<file path="src/rtl/core/v2rd_pkg.sv">
// -----------------------------------------------------------------------------
// v2rd_pkg
// Shared types and constants of the CORDIC vector rotator.
// -----------------------------------------------------------------------------
package v2rd_pkg;

    localparam int ANGLE_WIDTH = 16;
    localparam int PHASE_WIDTH = 32;
    localparam int GUARD_BITS  = 16;
    localparam int TABLE_LEN   = 32;

    // Angle reduction in 1/64 degree units, one bit wider than the input
    localparam logic signed [ANGLE_WIDTH:0] FULL_TURN    = 17'sd23040;
    localparam logic signed [ANGLE_WIDTH:0] HALF_TURN    = 17'sd11520;
    localparam logic signed [ANGLE_WIDTH:0] QUARTER_TURN = 17'sd5760;
    localparam int MAG_WIDTH = 13;

    // phase = round(a * 2^23 / 45) = a * 186413 + floor((23 * a + 22) / 45)
    localparam int PROD_WIDTH  = 31;
    localparam int REM_WIDTH   = 18;
    localparam int RECIP_SHIFT = 24;
    localparam int QUO_WIDTH   = REM_WIDTH + 19;
    localparam logic [PROD_WIDTH-1:0] PHASE_MUL  = 31'd186413;
    localparam logic [REM_WIDTH-1:0]  PHASE_REM  = 18'd23;
    localparam logic [REM_WIDTH-1:0]  PHASE_BIAS = 18'd22;
    localparam logic [QUO_WIDTH-1:0]  RECIP_45   = 37'd372828;

    // Gain compensation, K in Q30
    localparam int GAIN_FRAC  = 30;
    localparam int GAIN_WIDTH = 31;
    localparam int GAIN_SPLIT = 17;
    localparam logic signed [GAIN_WIDTH-1:0] GAIN_Q30 = 31'sd652032874;

    // atan(2^-i) in phase units, 2^32 per turn
    localparam logic [PHASE_WIDTH-1:0] ATAN_PHASE [TABLE_LEN] = '{
        32'h20000000, 32'h12E4051E, 32'h09FB385B, 32'h051111D4,
        32'h028B0D43, 32'h0145D7E1, 32'h00A2F61E, 32'h00517C55,
        32'h0028BE53, 32'h00145F2F, 32'h000A2F98, 32'h000517CC,
        32'h00028BE6, 32'h000145F3, 32'h0000A2FA, 32'h0000517D,
        32'h000028BE, 32'h0000145F, 32'h00000A30, 32'h00000518,
        32'h0000028C, 32'h00000146, 32'h000000A3, 32'h00000051,
        32'h00000029, 32'h00000014, 32'h0000000A, 32'h00000005,
        32'h00000003, 32'h00000001, 32'h00000001, 32'h00000000
    };

    typedef struct packed {
        logic valid;
        logic zero_ang;
    } ctl_t;

endpackage

</file>
<file path="src/rtl/core/v2rd_gain.sv">
// -----------------------------------------------------------------------------
// v2rd_gain
// Two-stage gain compensation and rounding; the second stage is the output.
// -----------------------------------------------------------------------------
module v2rd_gain #(
    parameter int COORD_WIDTH = 16,
    parameter int ACC_WIDTH   = 35
) (
    input  logic                        aclk,
    input  logic                        aresetn,
    input  v2rd_pkg::ctl_t              in_ctl,
    input  logic signed [ACC_WIDTH-1:0] in_x,
    input  logic signed [ACC_WIDTH-1:0] in_y,
    output logic                        in_ready,
    output logic                        out_valid,
    output logic signed [COORD_WIDTH:0] out_x,
    output logic signed [COORD_WIDTH:0] out_y,
    input  logic                        out_ready
);

    localparam int OUT_WIDTH   = COORD_WIDTH + 1;
    localparam int LO_WIDTH    = v2rd_pkg::GAIN_SPLIT;
    localparam int HI_WIDTH    = ACC_WIDTH - LO_WIDTH;
    localparam int PLO_WIDTH   = LO_WIDTH + 1 + v2rd_pkg::GAIN_WIDTH;
    localparam int PHI_WIDTH   = HI_WIDTH + v2rd_pkg::GAIN_WIDTH;
    localparam int SUM_WIDTH   = ACC_WIDTH + v2rd_pkg::GAIN_WIDTH;
    localparam int ROUND_SHIFT = v2rd_pkg::GAIN_FRAC + v2rd_pkg::GUARD_BITS;
    localparam logic signed [SUM_WIDTH-1:0] ROUND_BIAS =
        {{(SUM_WIDTH-ROUND_SHIFT){1'b0}}, 1'b1, {(ROUND_SHIFT-1){1'b0}}};

    logic                          g1_valid_reg;
    logic                          g1_zero_reg;
    logic signed [PLO_WIDTH-1:0]   plo_x_reg, plo_y_reg, plo_x_next, plo_y_next;
    logic signed [PHI_WIDTH-1:0]   phi_x_reg, phi_y_reg, phi_x_next, phi_y_next;
    logic signed [OUT_WIDTH-1:0]   byp_x_reg, byp_y_reg;
    logic signed [LO_WIDTH:0]      lo_x, lo_y;
    logic signed [HI_WIDTH-1:0]    hi_x, hi_y;
    logic signed [SUM_WIDTH-1:0]   sum_x, sum_y;
    logic                          out_valid_reg;
    logic signed [OUT_WIDTH-1:0]   out_x_reg, out_y_reg, out_x_next, out_y_next;
    logic                          g2_ready;

    assign g2_ready = !out_valid_reg || out_ready;
    assign in_ready = !g1_valid_reg || g2_ready;

    // split each coordinate so no single product exceeds the multiplier size
    always_comb begin
        lo_x       = signed'({1'b0, in_x[LO_WIDTH-1:0]});
        lo_y       = signed'({1'b0, in_y[LO_WIDTH-1:0]});
        hi_x       = signed'(in_x[ACC_WIDTH-1:LO_WIDTH]);
        hi_y       = signed'(in_y[ACC_WIDTH-1:LO_WIDTH]);
        plo_x_next = lo_x * v2rd_pkg::GAIN_Q30;
        plo_y_next = lo_y * v2rd_pkg::GAIN_Q30;
        phi_x_next = hi_x * v2rd_pkg::GAIN_Q30;
        phi_y_next = hi_y * v2rd_pkg::GAIN_Q30;
    end

    // recombine, round half up, drop guard and gain fraction bits; a zero angle bypasses the gain
    always_comb begin
        sum_x = (SUM_WIDTH'(phi_x_reg) <<< LO_WIDTH) + SUM_WIDTH'(plo_x_reg) + ROUND_BIAS;
        sum_y = (SUM_WIDTH'(phi_y_reg) <<< LO_WIDTH) + SUM_WIDTH'(plo_y_reg) + ROUND_BIAS;
        if (g1_zero_reg) begin
            out_x_next = byp_x_reg;
            out_y_next = byp_y_reg;
        end else begin
            out_x_next = sum_x[ROUND_SHIFT +: OUT_WIDTH];
            out_y_next = sum_y[ROUND_SHIFT +: OUT_WIDTH];
        end
    end

    always_ff @(posedge aclk) begin
        if (!aresetn) begin
            g1_valid_reg  <= 1'b0;
            out_valid_reg <= 1'b0;
        end else begin
            if (in_ready) begin
                g1_valid_reg <= in_ctl.valid;
            end
            if (g2_ready) begin
                out_valid_reg <= g1_valid_reg;
            end
        end
    end

    always_ff @(posedge aclk) begin
        if (in_ready) begin
            g1_zero_reg <= in_ctl.zero_ang;
            plo_x_reg   <= plo_x_next;
            plo_y_reg   <= plo_y_next;
            phi_x_reg   <= phi_x_next;
            phi_y_reg   <= phi_y_next;
            byp_x_reg   <= in_x[v2rd_pkg::GUARD_BITS +: OUT_WIDTH];
            byp_y_reg   <= in_y[v2rd_pkg::GUARD_BITS +: OUT_WIDTH];
        end
        if (g2_ready) begin
            out_x_reg <= out_x_next;
            out_y_reg <= out_y_next;
        end
    end

    assign out_valid = out_valid_reg;
    assign out_x     = out_x_reg;
    assign out_y     = out_y_reg;

endmodule

</file>
<file path="config.mk">
export PLATFORM = sky130hd
export DESIGN_NAME = v2rd_gain
export DESIGN_NICKNAME = d
export VERILOG_FILES = /design/src/rtl/core/v2rd_pkg.sv /design/src/rtl/core/v2rd_gain.sv
export SDC_FILE = /design/constraint.sdc
export NUM_CORES = 2
export LEC_CHECK = 0
export BUFFER_PORTS_ARGS = -buffer_cell sky130_fd_sc_hd__buf_2
export CAP_MARGIN = 20
export CORE_MARGIN = 3
export CORE_UTILIZATION = 65
export CTS_CLUSTER_SIZE = 14
export DETAILED_ROUTE_END_ITERATION = 10
export GPL_ROUTABILITY_DRIVEN = 0
export PLACE_DENSITY = 0.84
export REMOVE_ABC_BUFFERS = 1
export SYNTH_ARGS = -nofsm -noshare
export SYNTH_HDL_FRONTEND = slang
export SYNTH_SLANG_ARGS = --single-unit
</file>
<file path="constraint.sdc">
create_clock -name aclk -period 12.95 [get_ports aclk]
set_input_delay 2.59 -clock aclk [delete_from_list [all_inputs] [get_ports aclk]]
set_output_delay 2.59 -clock aclk [all_outputs]
set_load 0.005 [all_outputs]
</file>
# After elaboration in Yosys (flattened, before gate mapping)

Index checks and enable logic that the tools add are counted.

Bits in registers: 253
Input bits: 75
Output and inout port bits: 36
Logic and storage cells: 25

Add/subtract/negate cells: 4
Multiply operators: 4
Multiplexer cells: 2
Reductions and logical operators: 4

Operators by type and width:

| cell                   | number |
|---|---|
| $add 63x47->63 const B | 2 |
| $add 63x48->63         | 2 |
| $mul 17x29->46 const B | 2 |
| $mul 18x30->45 const B | 2 |
| $mux 17                | 2 |
| $logic_not 1->1        | 2 |
| $logic_or 1x1->1       | 2 |

# Depth between registers and ports, before layout

Depth in word-level cells: 3
Gate-level depth with buffers: 26
Mapped depth without buffers: 25

# Worst setup path before layout

OpenSTA, ideal clock, no wires.

Path type: input-to-output
From: input port out_ready
To: output port in_ready
Arrival time: 6.440 ns
Required time: 10.360 ns
Slack: 3.920 ns
Stages on the path: 2
Buffers on the path: 0
Cells stage by stage: nor2b_1 -> nand2_1

Word-level cells in the longest chain between the ends: 2

RTL lines:

| item               | RTL line        | RTL |
|---|---|---|
| start: declaration | v2rd_gain.sv:18 | `input logic out_ready` |
| $logic_or 1x1->1   | v2rd_gain.sv:43 | `assign g2_ready = !out_valid_reg \|\| out_ready;` |
| $logic_or 1x1->1   | v2rd_gain.sv:44 | `assign in_ready = !g1_valid_reg \|\| g2_ready;` |
| end: declaration   | v2rd_gain.sv:14 | `output logic in_ready,` |

No other way between the ends.

# Worst setup path in the final report

From: input port in_x[22]
To: register phi_x_reg[40], data pin

Word-level cells in the longest chain between the ends: 1

RTL lines:

| item                   | RTL line        | RTL |
|---|---|---|
| start: declaration     | v2rd_gain.sv:12 | `input logic signed [ACC_WIDTH-1:0] in_x,` |
| $mul 18x30->45         | v2rd_gain.sv:54 | `phi_x_next = hi_x * v2rd_pkg::GAIN_Q30;` |
| via phi_x_next[40]     | v2rd_gain.sv:34 | `logic signed [PHI_WIDTH-1:0] phi_x_reg, phi_y_reg, phi_x_next, phi_y_next;` |
| end signal: assignment | v2rd_gain.sv:90 | `phi_x_reg <= phi_x_next;` |
| end: declaration       | v2rd_gain.sv:34 |  |

The timed path passes the listed nets, and every way through them passes these cells.
A chain may end at the register's enable or synchronous reset.

==> flow_summary.ini <==
[global_routing]
use_met2 = 0.499
track_usage = 0.298
grt_pass1_vias = 31700
grt_use_met3 = 0.0616
grt_pass1_wl_um = 163000
antenna_found_initial = 1
grt_use_met1 = 0.379
grt_max_degree = 67
grt_busiest_layer = met2
overflow = 0

[yosys]
synth_top_family_by_area = adder cells
ys_warn_count = 0
synthMuxAreaShare = 0.000755
synth_fa_ha_area_frac = 0.599
synth_seq_cells = 215
synth-compound-area-share = 0.0672
synthFlopType = edfxtp_1
yosysSeqAreaShare = 0.149
synthArstFlopShare = 0
synthSimpleGateAreaFrac = 0.0411
synth_xor_area_frac = 0.0338
syn_avg_cell_area_um2 = 10.7
syn_area_um2 = 43100
synth_edf_count = 213
yosysUniqueCellTypes = 69
synth_cells = 4011

[cts]
post_cts_resize_count = 0
cts_tree = yes
cts_num_sinks = 215
cts_buffers = 24
postCtsSetupRepairBufs = 0
cts-root-buf = clkbuf_16
holdBufCountCts = 0
htree_levels = 1
clock_latency_ns = 0.56
cts.reportedPaths.clkPinSlew_ns = 0.07
clk_path_buf_depth = 3

[critical_path]
cp-end-kind = flop
worst-path-max-fanout = 7
crit_buf_inv = 5
required_ns = 13.25
slowest_delay_ns = 0.63
worstSetupPathType = in2reg
cp_slowest_cell = fa_1
cp.arrival_ns = 9.25
worstPathCellList = buf_2, ha_1, inv_1, fa_1, fa_1, fa_1, inv_1, fa_1, inv_1, fa_1, inv_1, ha_1, a21o_1, a21o_1, a21o_1, a221oi_1, o21bai_1, a22oi_1, a211o_1, o21a_1, o21ai_1, a21oi_1, o21bai_1, xor2_1
startpoint_type = input pin
cpMostUsedCell = fa_1
crit_family = adder cells

[worst_hold_path]
hold_path_class = reg2reg

[routing]
routed_wl_um = 99100
first_iter_violations = 1950
viasPerCell = 5.66
routedWlPerCell_um = 19.8
ant_nets = 0
dr.pass1.iters = 5
drc = 0
vias = 28400

[floorplanning]
die_y_um = 263
die_width_um = 263
rows = 93
dieArea_um2 = 69400
ios = 111
start_util = 0.662
core_um2 = 65000

[timing]
finalHoldViolCount = 0
rsz0062_at_grt = no
timing.final.ws_setup_ns = 4.00
fmax_mhz = 112
worst_pin_slew_ns = 0.829
clock_skew_ns = 0.0254
setup-tns-final_ns = 0
fin_crit_ns = 8.95
slew_violations = 0
setup_viol = 0
slew_headroom = 0.433
finalCritPeriodShare = 0.691

[cells_and_area]
multiInputGateArea_um2 = 31900
drive_gt1_frac = 0.0447
area_growth_pct = 5.72
fillers = 4410
final_area_um2 = 45500
nNetsFinal = 5796
seqCellArea_um2 = 6440
antenna_cells = 0
fin_util = 0.700

[placed_design]
placed_cell_area_um2 = 44700
port-buffer-count = 110
dp_hpwl_um = 87000
place_ws_ns = 3.49

[job]
cap_violations = 0

[status]
status = completed
[worst reg2reg max path, cell delays in order (launching register included)]
cell and delay (ns):
edfxtp_1 0.45, ha_1 0.31, ha_1 0.29, a41o_1 0.15
a21o_1 0.10, a21o_1 0.10, a21oi_1 0.07, a2bb2oi_1 0.17
or4_1 0.55, a31oi_4 0.39, and3_1 0.31, nor3b_2 0.41
nand4_1 0.17, xnor2_1 0.15, mux2_2 0.26
[worst paths after layout]
path         cells after the start  slack [ns]              startpoint                 endpoint
min                              2        0.53  byp_y_reg[5]$_DFFE_PP_       out_y[5]$_DFFE_PP_
max                             24        4.00                in_x[22]  phi_x_reg[40]$_DFFE_PP_
min reg2reg                      2        0.53  byp_y_reg[5]$_DFFE_PP_       out_y[5]$_DFFE_PP_
max reg2reg                     14        8.80  phi_x_reg[3]$_DFFE_PP_      out_x[15]$_DFFE_PP_
[per-layer routing]
layer  wire (um)  share of wire
met1       38500           0.39
met2       47800           0.48
met3        7780          0.078
met4        5020          0.051
met5          13        0.00013
[cell type report]
| cell class | count | share of cell area |
|---|---|---|
| clock buffers | 25 | 0.0137 |
| clock inverters | 19 | 0.00473 |
| inverters | 1241 | 0.102 |
| multi-input cells | 2544 | 0.701 |
| flip-flops and latches | 215 | 0.141 |
| well taps | 855 | 0.0235 |
| repair buffers | 115 | 0.0129 |
[layout by cell type, fill, tap and decap left out, types with 3 or more instances in the layout]
cell type   count
inv_1        1239
fa_1          800
ha_1          780
edfxtp_1      213
a21oi_1       122
buf_2         110
xnor2_1       107
a21o_1         98
nand2_1        96
nor2_1         85
o21ai_0        70
xor2_1         59
nand4_1        29
nand3_1        27
clkbuf_16      25
o21a_1         23
nor2b_1        22
o21ai_1        21
and3_1         20
nor3_1         19
a31oi_1        17
nand2b_1       16
o21bai_1       15
and2_1         11
or2_2           9
and4_1          9
a211oi_1        7
a211o_1         6
o31ai_1         6
clkinv_2        6
o211ai_1        5
clkinvlp_4      5
buf_4           5
a221oi_1        4
a21boi_1        4
bufinv_16       4
a311oi_1        3
a221o_1         3
a2111oi_0       3
o2111ai_1       3
[synthesized netlist by cell type (all sizes together), types with 4 or more instances]
cell type / instances / share of area
xnor2: 107 / 0.022
fa: 800 / 0.37
nand2: 97 / 0.0085
a211o: 6 / 0.0012
o211ai: 5 / 0.00087
or2: 9 / 0.0013
inv: 1241 / 0.11
o21bai: 15 / 0.0026
o31ai: 6 / 0.0010
xor2: 59 / 0.012
o21ai: 91 / 0.011
a21oi: 124 / 0.015
a221oi: 6 / 0.0015
nand4: 29 / 0.0042
nor2: 85 / 0.0074
nand2b: 16 / 0.0023
nor2b: 22 / 0.0032
clkbuf: 10 / 0.00087
a21boi: 4 / 0.00070
and4: 10 / 0.0021
ha: 780 / 0.23
a211oi: 7 / 0.0012
a21o: 98 / 0.017
and3: 20 / 0.0029
a2111oi: 6 / 0.0022
and2: 11 / 0.0016
nor3: 19 / 0.0022
nand3: 27 / 0.0031
o21a: 25 / 0.0046
edfxtp: 213 / 0.15
a31oi: 18 / 0.0030
[metrics by stage]
step,hold slack [ns],instances
final,0.528,5014
after global routing,0.550,5014
after CTS,0.529,5014
after detailed placement,0.514,4970
after global placement,0.512,4970
after floorplan,0.463,4000
[logic make-up after synthesis]
kind of cell,Yosys count
and+or+nand+nor,355
AOI/OAI and AO/OA,440
muxes,3
DFF,215
adders and majority gates,1580
buffers and inverters,1252
xor gates and xnor gates,166
Power is not shown: default switching activity piles up to over one toggle a cycle in this logic, so the estimate is an artifact.
