[src/rtl/core/v2rd_pkg.sv]
// -----------------------------------------------------------------------------
// v2rd_pkg
// Shared types and constants of the CORDIC vector rotator.
// -----------------------------------------------------------------------------
package v2rd_pkg;

    localparam int ANGLE_WIDTH = 16;
    localparam int PHASE_WIDTH = 32;
    localparam int GUARD_BITS  = 16;
    localparam int TABLE_LEN   = 32;

    // Angle reduction in 1/64 degree units, one bit wider than the input
    localparam logic signed [ANGLE_WIDTH:0] FULL_TURN    = 17'sd23040;
    localparam logic signed [ANGLE_WIDTH:0] HALF_TURN    = 17'sd11520;
    localparam logic signed [ANGLE_WIDTH:0] QUARTER_TURN = 17'sd5760;
    localparam int MAG_WIDTH = 13;

    // phase = round(a * 2^23 / 45) = a * 186413 + floor((23 * a + 22) / 45)
    localparam int PROD_WIDTH  = 31;
    localparam int REM_WIDTH   = 18;
    localparam int RECIP_SHIFT = 24;
    localparam int QUO_WIDTH   = REM_WIDTH + 19;
    localparam logic [PROD_WIDTH-1:0] PHASE_MUL  = 31'd186413;
    localparam logic [REM_WIDTH-1:0]  PHASE_REM  = 18'd23;
    localparam logic [REM_WIDTH-1:0]  PHASE_BIAS = 18'd22;
    localparam logic [QUO_WIDTH-1:0]  RECIP_45   = 37'd372828;

    // Gain compensation, K in Q30
    localparam int GAIN_FRAC  = 30;
    localparam int GAIN_WIDTH = 31;
    localparam int GAIN_SPLIT = 17;
    localparam logic signed [GAIN_WIDTH-1:0] GAIN_Q30 = 31'sd652032874;

    // atan(2^-i) in phase units, 2^32 per turn
    localparam logic [PHASE_WIDTH-1:0] ATAN_PHASE [TABLE_LEN] = '{
        32'h20000000, 32'h12E4051E, 32'h09FB385B, 32'h051111D4,
        32'h028B0D43, 32'h0145D7E1, 32'h00A2F61E, 32'h00517C55,
        32'h0028BE53, 32'h00145F2F, 32'h000A2F98, 32'h000517CC,
        32'h00028BE6, 32'h000145F3, 32'h0000A2FA, 32'h0000517D,
        32'h000028BE, 32'h0000145F, 32'h00000A30, 32'h00000518,
        32'h0000028C, 32'h00000146, 32'h000000A3, 32'h00000051,
        32'h00000029, 32'h00000014, 32'h0000000A, 32'h00000005,
        32'h00000003, 32'h00000001, 32'h00000001, 32'h00000000
    };

    typedef struct packed {
        logic valid;
        logic zero_ang;
    } ctl_t;

endpackage

[src/rtl/core/v2rd_cordic_stage.sv]
// -----------------------------------------------------------------------------
// v2rd_cordic_stage
// One registered CORDIC micro-rotation with its own valid and ready.
// -----------------------------------------------------------------------------
module v2rd_cordic_stage #(
    parameter int ACC_WIDTH = 35,
    parameter int STEP      = 0
) (
    input  logic                                      aclk,
    input  logic                                      aresetn,
    input  v2rd_pkg::ctl_t                            in_ctl,
    input  logic signed [ACC_WIDTH-1:0]               in_x,
    input  logic signed [ACC_WIDTH-1:0]               in_y,
    input  logic signed [v2rd_pkg::PHASE_WIDTH-1:0]   in_z,
    output logic                                      in_ready,
    output v2rd_pkg::ctl_t                            out_ctl,
    output logic signed [ACC_WIDTH-1:0]               out_x,
    output logic signed [ACC_WIDTH-1:0]               out_y,
    output logic signed [v2rd_pkg::PHASE_WIDTH-1:0]   out_z,
    input  logic                                      out_ready
);

    localparam logic signed [v2rd_pkg::PHASE_WIDTH-1:0] ATAN =
        signed'(v2rd_pkg::ATAN_PHASE[STEP]);

    v2rd_pkg::ctl_t                          ctl_reg;
    logic signed [ACC_WIDTH-1:0]             x_reg, x_next;
    logic signed [ACC_WIDTH-1:0]             y_reg, y_next;
    logic signed [v2rd_pkg::PHASE_WIDTH-1:0] z_reg, z_next;
    logic signed [ACC_WIDTH-1:0]             x_shift, y_shift;

    assign in_ready = !ctl_reg.valid || out_ready;

    always_comb begin
        x_shift = in_x >>> STEP;
        y_shift = in_y >>> STEP;
        x_next  = in_x;
        y_next  = in_y;
        z_next  = in_z;
        // zero folded input angle: carry the vector through untouched
        if (!in_ctl.zero_ang) begin
            if (!in_z[v2rd_pkg::PHASE_WIDTH-1]) begin
                x_next = in_x - y_shift;
                y_next = in_y + x_shift;
                z_next = in_z - ATAN;
            end else begin
                x_next = in_x + y_shift;
                y_next = in_y - x_shift;
                z_next = in_z + ATAN;
            end
        end
    end

    always_ff @(posedge aclk) begin
        if (!aresetn) begin
            ctl_reg <= '0;
        end else if (in_ready) begin
            ctl_reg <= in_ctl;
        end
    end

    always_ff @(posedge aclk) begin
        if (in_ready) begin
            x_reg <= x_next;
            y_reg <= y_next;
            z_reg <= z_next;
        end
    end

    assign out_ctl = ctl_reg;
    assign out_x   = x_reg;
    assign out_y   = y_reg;
    assign out_z   = z_reg;

endmodule

[config.mk]
export PLATFORM = sky130hd
export DESIGN_NAME = v2rd_cordic_stage
export DESIGN_NICKNAME = d
export VERILOG_FILES = /design/src/rtl/core/v2rd_pkg.sv /design/src/rtl/core/v2rd_cordic_stage.sv
export SDC_FILE = /design/constraint.sdc
export NUM_CORES = 1
export LEC_CHECK = 0
export BUFFER_PORTS_ARGS = -buffer_cell sky130_fd_sc_hd__buf_4
export CAP_MARGIN = 20
export CORE_ASPECT_RATIO = 1.4
export CORE_MARGIN = 2
export CORE_UTILIZATION = 55
export CTS_CLUSTER_DIAMETER = 200
export CTS_CLUSTER_SIZE = 8
export DETAILED_ROUTE_END_ITERATION = 10
export PLACE_DENSITY = 0.8
export SYNTH_ARGS = -nofsm -noshare
export SYNTH_HDL_FRONTEND = slang
export SYNTH_SLANG_ARGS = --single-unit
[constraint.sdc]
create_clock -name aclk -period 6.15 [get_ports aclk]
set_input_delay 0.615 -clock aclk [delete_from_list [all_inputs] [get_ports aclk]]
set_output_delay 0.615 -clock aclk [all_outputs]
set_load 0.02 [all_outputs]
**Yosys cells after proc, flatten, opt, wreduce, memory -nomap -nowiden**

Index checks and enable logic that the tools add are counted.

- Add/sub/neg operators: 5
- Multiply operators: 0
- Div/mod/pow operators: 0
- Magnitude comparators: 0
- Eq/ne operators: 0
- Shift operators: 0
- Muxes and demuxes: 6
- Bitwise gates (word level): 0
- Reduce and logical (&&, ||, !) cells: 2

Operators with widths:

| operator | number |
|---|---|
| 35-bit two-way mux | 4 |
| 35-bit subtractor | 2 |
| 32-bit two-way mux | 2 |
| 35-bit adder | 1 |
| 32-bit by 31-bit adder with 32-bit output, second input constant | 1 |
| 32-bit by 31-bit subtractor with 32-bit output, second input constant | 1 |
| 1-bit zero test | 1 |
| 1-bit logical OR | 1 |

- Bits in registers: 104
- Latch bits: 0
- Memory bits (writable): 0
- Bits in read-only memories: 0
- Bits of input ports: 107
- Output and inout port bits: 105
- Logic and storage cells: 18
- Memories: 0

**Longest topological paths before layout**

Gate-level depths: netlist of run 1.

- Depth in word-level cells: 3
- Depth in mapped cells: 12

**Worst setup path after synthesis of run 1**

Ideal clock, no wire load.

- Path type: in2out
- From: input port out_ready
- To: output port in_ready
- Data arrival time: 2.777 ns
- Data required time: 5.535 ns
- Setup slack: 2.758 ns
- Cell stages on the path: 2
- Buffers on the path: 0
- Cell sequence: nor2b_1 inv_1

- Longest elaborated chain between the ends: 1

Ends and longest elaborated chain:

| item | line | text |
|---|---|---|
| from (decl) | v2rd_cordic_stage.sv:20 | `input logic out_ready` |
| 1-bit logical OR | v2rd_cordic_stage.sv:32 | `assign in_ready = !ctl_reg.valid \|\| out_ready;` |
| to (decl) | v2rd_cordic_stage.sv:15 | `output logic in_ready,` |

No other way between the ends.

**Final worst setup path of run 1**

- From: input port in_x[13]
- To: register y_reg[24], in the netlist out_y[24] (data pin)

- Longest elaborated chain between the ends: 3
- Elaborated cells between the ends (all ways): 4
- Those cells by class: add/sub (2); mux (2)

Ends and longest elaborated chain:

| item | line | text |
|---|---|---|
| from (decl) | v2rd_cordic_stage.sv:12 | `input logic signed [ACC_WIDTH-1:0] in_x,` |
| 35-bit adder / 35-bit subtractor (equally long branches) | v2rd_cordic_stage.sv:44, v2rd_cordic_stage.sv:48 |  |
| 35-bit two-way mux * | v2rd_cordic_stage.sv:42 | `if (!in_z[v2rd_pkg::PHASE_WIDTH-1]) begin` |
| 35-bit two-way mux * | v2rd_cordic_stage.sv:41 | `if (!in_ctl.zero_ang) begin` |
| named net y_next[24] | v2rd_cordic_stage.sv:28 | `logic signed [ACC_WIDTH-1:0] y_reg, y_next;` |
| to (signal assigned) | v2rd_cordic_stage.sv:65 | `y_reg <= y_next;` |
| to (decl) | v2rd_cordic_stage.sv:28 |  |

Mark *: on every way through the listed nets, which the timed path passes. The rest lies on a longest branch.
A chain may end at the register's enable or synchronous reset.

==> results of run 1 <==
[kinds of logic (layout without fill, tap and decap cells)]
group / after synthesis / after routing
flip-flops: 104 / 104
AO/OA/AOI/OAI: 470 / 470
buffers and inverters: 183 / 345
XOR/XNOR: 39 / 39
multiplexers: 22 / 22
AND/OR/NAND/NOR: 401 / 401
adder cells (fa/ha/maj): 108 / 108
[registers in the layout, indices dropped and copies added, names as in the netlist]
signal	count
out_z	32
out_y	35
out_ctl	2
out_x	35
[power by group]
group | total, W | internal [W] | leakage (nW) | switching, W
Sequential | 0.000915 | 0.000886 | 1.07 | 0.0000290
Combinational | 0.00114 | 0.000416 | 4.28 | 0.000722
Clock | 0.000610 | 0.000289 | 0.146 | 0.000321
Total | 0.00266 | 0.00159 | 5.50 | 0.00107
[final cells by class]
type	count	area [sq um]
clock inverter	7	68.8
multi-input combinational	1040	6950
clock buffer	9	225
fill	1676	6510
tap	248	310
timing repair buffer	216	1620
inverter	113	427
sequential	104	3100
[placed cells by master, fill, tap and decap left out, types with 14 or more instances in the layout]
cell	n
a31oi_1	20
nand4_1	26
o31ai_1	14
nand2_1	108
nor3_1	38
nor2_1	102
a21oi_1	140
o21a_1	26
o21bai_1	17
nand3_1	23
a211oi_1	20
nor4_1	15
nor2b_1	21
ha_1	104
edfxtp_1	102
o21ai_0	106
a21o_1	17
o211ai_1	21
xnor2_1	38
mux2i_1	21
or2_2	14
buf_4	216
inv_1	111
[how the worst max path moves through the flow]
stage / start / to / slack [ps] / cells past startpoint
2_1_floorplan: out_ready / in_ready / 2760 / 2
3_3_place_gp: in_x[13] / out_x[32]$_DFFE_PP_ / 1810 / 10
3_5_place_dp: in_x[13] / out_y[24]$_DFFE_PP_ / 1840 / 11
4_1_cts: in_x[13] / out_y[24]$_DFFE_PP_ / 2210 / 11
5_1_grt: in_x[13] / out_x[28]$_DFFE_PP_ / 1930 / 10
6_report: in_x[13] / out_y[24]$_DFFE_PP_ / 2030 / 11
[layer usage]
layer	part of all wire	wire length, microns
met1	0.35	13900
met2	0.50	20200
met3	0.067	2710
met4	0.084	3380
met5	0	0
[through the flow]
stage	setup slack, ps	hold WS, ps	cell area (sq um)	utilization
after global placement	1810	505	12400	0.646
final	2030	413	12700	0.661
after floorplan	2760	587	10800	-
after detailed placement	1840	517	12400	0.646
after CTS	2210	414	12700	0.661
after global routing	1930	410	12700	0.661
==> flow_summary.ini, run 1 <==
[run_status]
status = finished, final reports clean

[sta]
period_minus_slack_ps = 4120
min_period_over_period = 0.670
hold_violations = 0
finalSetupViolations = 0
tns_ps = 0
drv_slew = 0
max_freq_mhz = 243
relSlewSlack = 0.348
tightest_slew_ps = 978
fin_worst_skew_ps = 8.22
rsz0062_at_grt = false

[final_layout]
nets = 1699
area_delta_synth_final_pct = 18.2
layout.cells.non_filler = 1737
num_antenna_cells = 0
drive_gt1_frac = 0.175

[critical_path]
critPathKind = input port to flop
critPathBufInv = 2
crit_path_top_delay_cell = nor4_1
critPathTopFamily = compound AO/OA/AOI/OAI gates
crit_top_cell = o21ai_0
slowest_delay_ps = 800
critPathMaxFanout = 16
r2r_end = out_x[33]$_DFFE_PP_
critPathCaptureType = flop
cp_cell_sequence = buf_4, inv_1, ha_1, nand2_1, nor4_1, o21ai_0, o21ai_0, a21oi_1, o211a_1, o31ai_1, a221oi_1
arrival_ps = 4190
cp-start-kind = input port
r2r_setup_slack_ps = 4040
rr_worst_depth = 3
required_ps = 6220
timing.rr.start = out_ctl[1]$_SDFFE_PN0P_

[logic_synthesis]
synth_compound_area_frac = 0.283
synth_simple_gate_area_share = 0.183
synth_top_family_by_area = compound AO/OA/AOI/OAI gates
yosys-top-cells-area = edfxtp_1, ha_1, a21oi_1, o21ai_0, inv_1
async_flop_share = 0
synthDistinctLibCells = 79
ys.warnings.count = 0
syn_avg_cell_area_sq_um = 8.10
yosysMostFrequentCell = a21oi_1
synth_area_leader_cell = edfxtp_1
synth_xor_area_frac = 0.0318
netlist.area_leader.share = 0.285
synth-edff-count = 102
ys_seq_area_frac = 0.289
synthMuxAreaShare = 0.0206
synth_top_flop_cell = edfxtp_1
syn-cell-area_sq_um = 10800
ys_ff_latch = 104
ys_top_cells_by_count = a21oi_1, inv_1, nand2_1, o21ai_0, ha_1
yosys.area_share.adder = 0.128
mappedNetlistNets = 1542
synth_cells = 1327

[routing]
routed_wl_mm = 40.2
routed-via-count = 11330
first_pass_iters = 8
drc = 0
viasPerCell = 6.52
first_iter_violations = 1286
wl_per_cell_microns = 23.2
ant_nets = 0

[floorplanning]
die_h_microns = 169
die_w_microns = 122
rows = 60
io_pins = 212
core-area_sq_um = 19200
fp.dieArea_sq_um = 20700
start_util = 0.559

[place]
gp_congestion = 1.05
io_buffer_count = 211
place_hpwl_mm = 31.2
placed_cells = 1721

[hold_path]
hold_class = input port to flop
min_to = out_z[28]$_DFFE_PP_
hold_depth = 1
hold_path_startpoint = in_z[28]

[grt]
use_met1 = 0.403
use_met2 = 0.679
grt.overflow.total = 0
busiest_layer = met2
grt_usage = 0.381
grt_first_pass_wirelength_mm = 60.0
antenna_found_initial = 0
met3_usage = 0.0541
grt_pass1_vias = 10988
grt_max_degree = 94

[clock_tree]
postCtsSetupRepairBufs = 0
clkTransAtPathRegs_ps = 80
htree_levels = 3
cts-root-buf = clkbuf_16
clockBufferDepth = 2
cts_hold_buf = 0
clk_latency_ps = 380
cts-resized-gates = 0
cts.sinks = 104
cts_tree = yes
cts_buffers = 9

[power]
p_per_area_nw_per_um2 = 210
leakagePower_nw = 5.50
total_power_w = 0.00266
ir_drop_uv = 142

[run]
max-cap-violations = 0
No activity file was read; power rests on OpenSTA's default activity.
==> inputs of run 2 (changes only) <==
clock period = 4.1 ns   (was 6.15 ns; I/O delays follow)
==> run 2 against run 1 <==
Compared with the run above:
- total power up 55%
- count of clock-buffer cells in the layout unchanged
- highest routed layer unchanged
- critical endpoint is now out_x[31]$_DFFE_PP_
- routed wire length down 0.85%
- flip-flop and latch count unchanged
- die area unchanged
- via count up 1.2%
- critical path type unchanged
- largest power group unchanged
- first-iteration DRC count down 3.7%
- clock skew down 0.93 ps
- cell area up 2.4%
- worst setup slack worse by 1400 ps
- cell count up 2.0%
==> flow_summary.ini, run 2 (synthesis gave the netlist of run 1 again) <==
[sta]
period_minus_slack_ps = 3510
tns_ps = 0
drv_slew = 0
setup_ws_ps = 594
max_freq_mhz = 285
finalSetupViolations = 0
rsz0062_at_grt = false
min_period_over_period = 0.855
fin_worst_skew_ps = 7.29
hold_violations = 0
tightest_slew_ps = 832
relSlewSlack = 0.443

[final_layout]
mostFrequentLayoutCells = buf_4, a21oi_1, inv_1, nand2_1, o21ai_0
layout_commonest_cell = buf_4
multi_input_area_sq_um = 6950
fin_area_sq_um = 13000
nets = 1733
drive_gt1_frac = 0.193
layout.cells.non_filler = 1771
fillerInstances = 1662
seqCellArea_sq_um = 3100
area_delta_synth_final_pct = 21.1
num_antenna_cells = 0

[critical_path]
cp-start-kind = input port
timing.rr.start = out_ctl[1]$_SDFFE_PN0P_
required_ps = 4310
arrival_ps = 3710
slowest_delay_ps = 620
crit_start = in_x[9]
critPathKind = input port to flop
critPathTopFamily = compound AO/OA/AOI/OAI gates
crit_top_cell = o211ai_1
cp_cell_sequence = buf_4, inv_1, ha_1, or4_4, nand2b_1, a211oi_1, o211ai_1, a21oi_1, nand4_1, a311o_1, o211ai_1
critPathMaxFanout = 5
crit_path_top_delay_cell = or4_4
critPathBufInv = 2
critPathCaptureType = flop

[floorplanning]
core-area_sq_um = 19200
rows = 60
io_pins = 212
die_w_microns = 122
start_util = 0.559
die_h_microns = 169
fp.dieArea_sq_um = 20700

[routing]
routed-via-count = 11463
first_iter_violations = 1239
drc = 0
highest_layer = met4
met2WireLength_mm = 20.3
ant_nets = 0
wl_per_cell_microns = 22.5
first_pass_iters = 6
viasPerCell = 6.47
wl_met3_mm = 2.75
met1_length_mm = 13.7
routed_wl_mm = 39.9

[place]
place_area_sq_um = 12700
dp_slack_ps = 329
place_hpwl_mm = 31.5
io_buffer_count = 211
placed_cells = 1755
gp_congestion = 1.03

[clock_tree]
cts-root-buf = clkbuf_16
cts_buffers = 9
clk_latency_ps = 370
htree_levels = 3
cts.sinks = 104
cts_tree = yes
cts_hold_buf = 0
clockBufferDepth = 2
cts-resized-gates = 0
postCtsSetupRepairBufs = 0
clkTransAtPathRegs_ps = 80

[power]
p_per_area_nw_per_um2 = 317
clkPwrFrac = 0.245
ir_drop_uv = 194
swShare = 0.385
pwr-share-seq = 0.332
combPwrFrac = 0.423
leakagePower_nw = 5.69
p_sw_w = 0.00159
p_int_w = 0.00254

[run]
max-cap-violations = 0

[hold_path]
hold_path_startpoint = in_z[16]
hold_class = input port to flop

[run_status]
status = finished, final reports clean

[grt]
grt_usage = 0.378
grt_pass1_vias = 11243
grt.overflow.total = 0
antenna_found_initial = 0
grt_max_degree = 71
grt_first_pass_wirelength_mm = 60.1
[run 2: cell count changes in the layout (fill, tap and decap cells not counted)]
cell / before / now
bufinv_16: 0 / 2
buf_4: 216 / 249
buf_12: 0 / 1
inv_6: 2 / 0
[run 2: layout make-up]
type | count | share of cell area
Sequential cell | 104 | 0.238
Clock inverter | 7 | 0.00856
Tap cell | 248 | 0.0238
Timing Repair Buffer | 250 | 0.145
Multi-Input combinational cell | 1040 | 0.534
Clock buffer | 9 | 0.0173
Inverter | 113 | 0.0328
[run 2: power by group through the flow]
stage	logic, W	clock network [W]	registers (W)
global route	0.00186	0.00104	0.00138
CTS	0.00172	0.00103	0.00137
floorplan	0.000871	0	0.00156
global placement	0.00169	0	0.00139
detailed placement	0.00171	0	0.00139
finish	0.00175	0.00101	0.00137
[run 2: layer usage]
metal,track usage,up-vias
li1,-,5252
met1,0.401,5341
met2,0.673,681
met3,0.0531,189
met4,0.278,0
met5,0,-
[run 2: worst register-to-register path, cell delays in order (launching register included)]
cell and delay [ps]:
dfxtp_1 310, nor2b_1 180, inv_4 360, buf_12 400
[run 2: worst paths after layout]
kind,slack (ps),end,cells after the start
hold reg to reg,580,out_ctl[0]$_SDFFE_PN0P_,2
setup reg to reg,2440,out_y[3]$_DFFE_PP_,3
setup / recovery,590,out_x[31]$_DFFE_PP_,11
hold / removal,210,out_z[16]$_DFFE_PP_,1
[run 2: through the flow]
stage	util	hold WS, ps	power, W
after floorplan	-	509	0.00244
after global placement	0.660	495	0.00308
after detailed placement	0.660	563	0.00310
after CTS	0.677	208	0.00411
after global routing	0.677	210	0.00429
final	0.677	212	0.00413
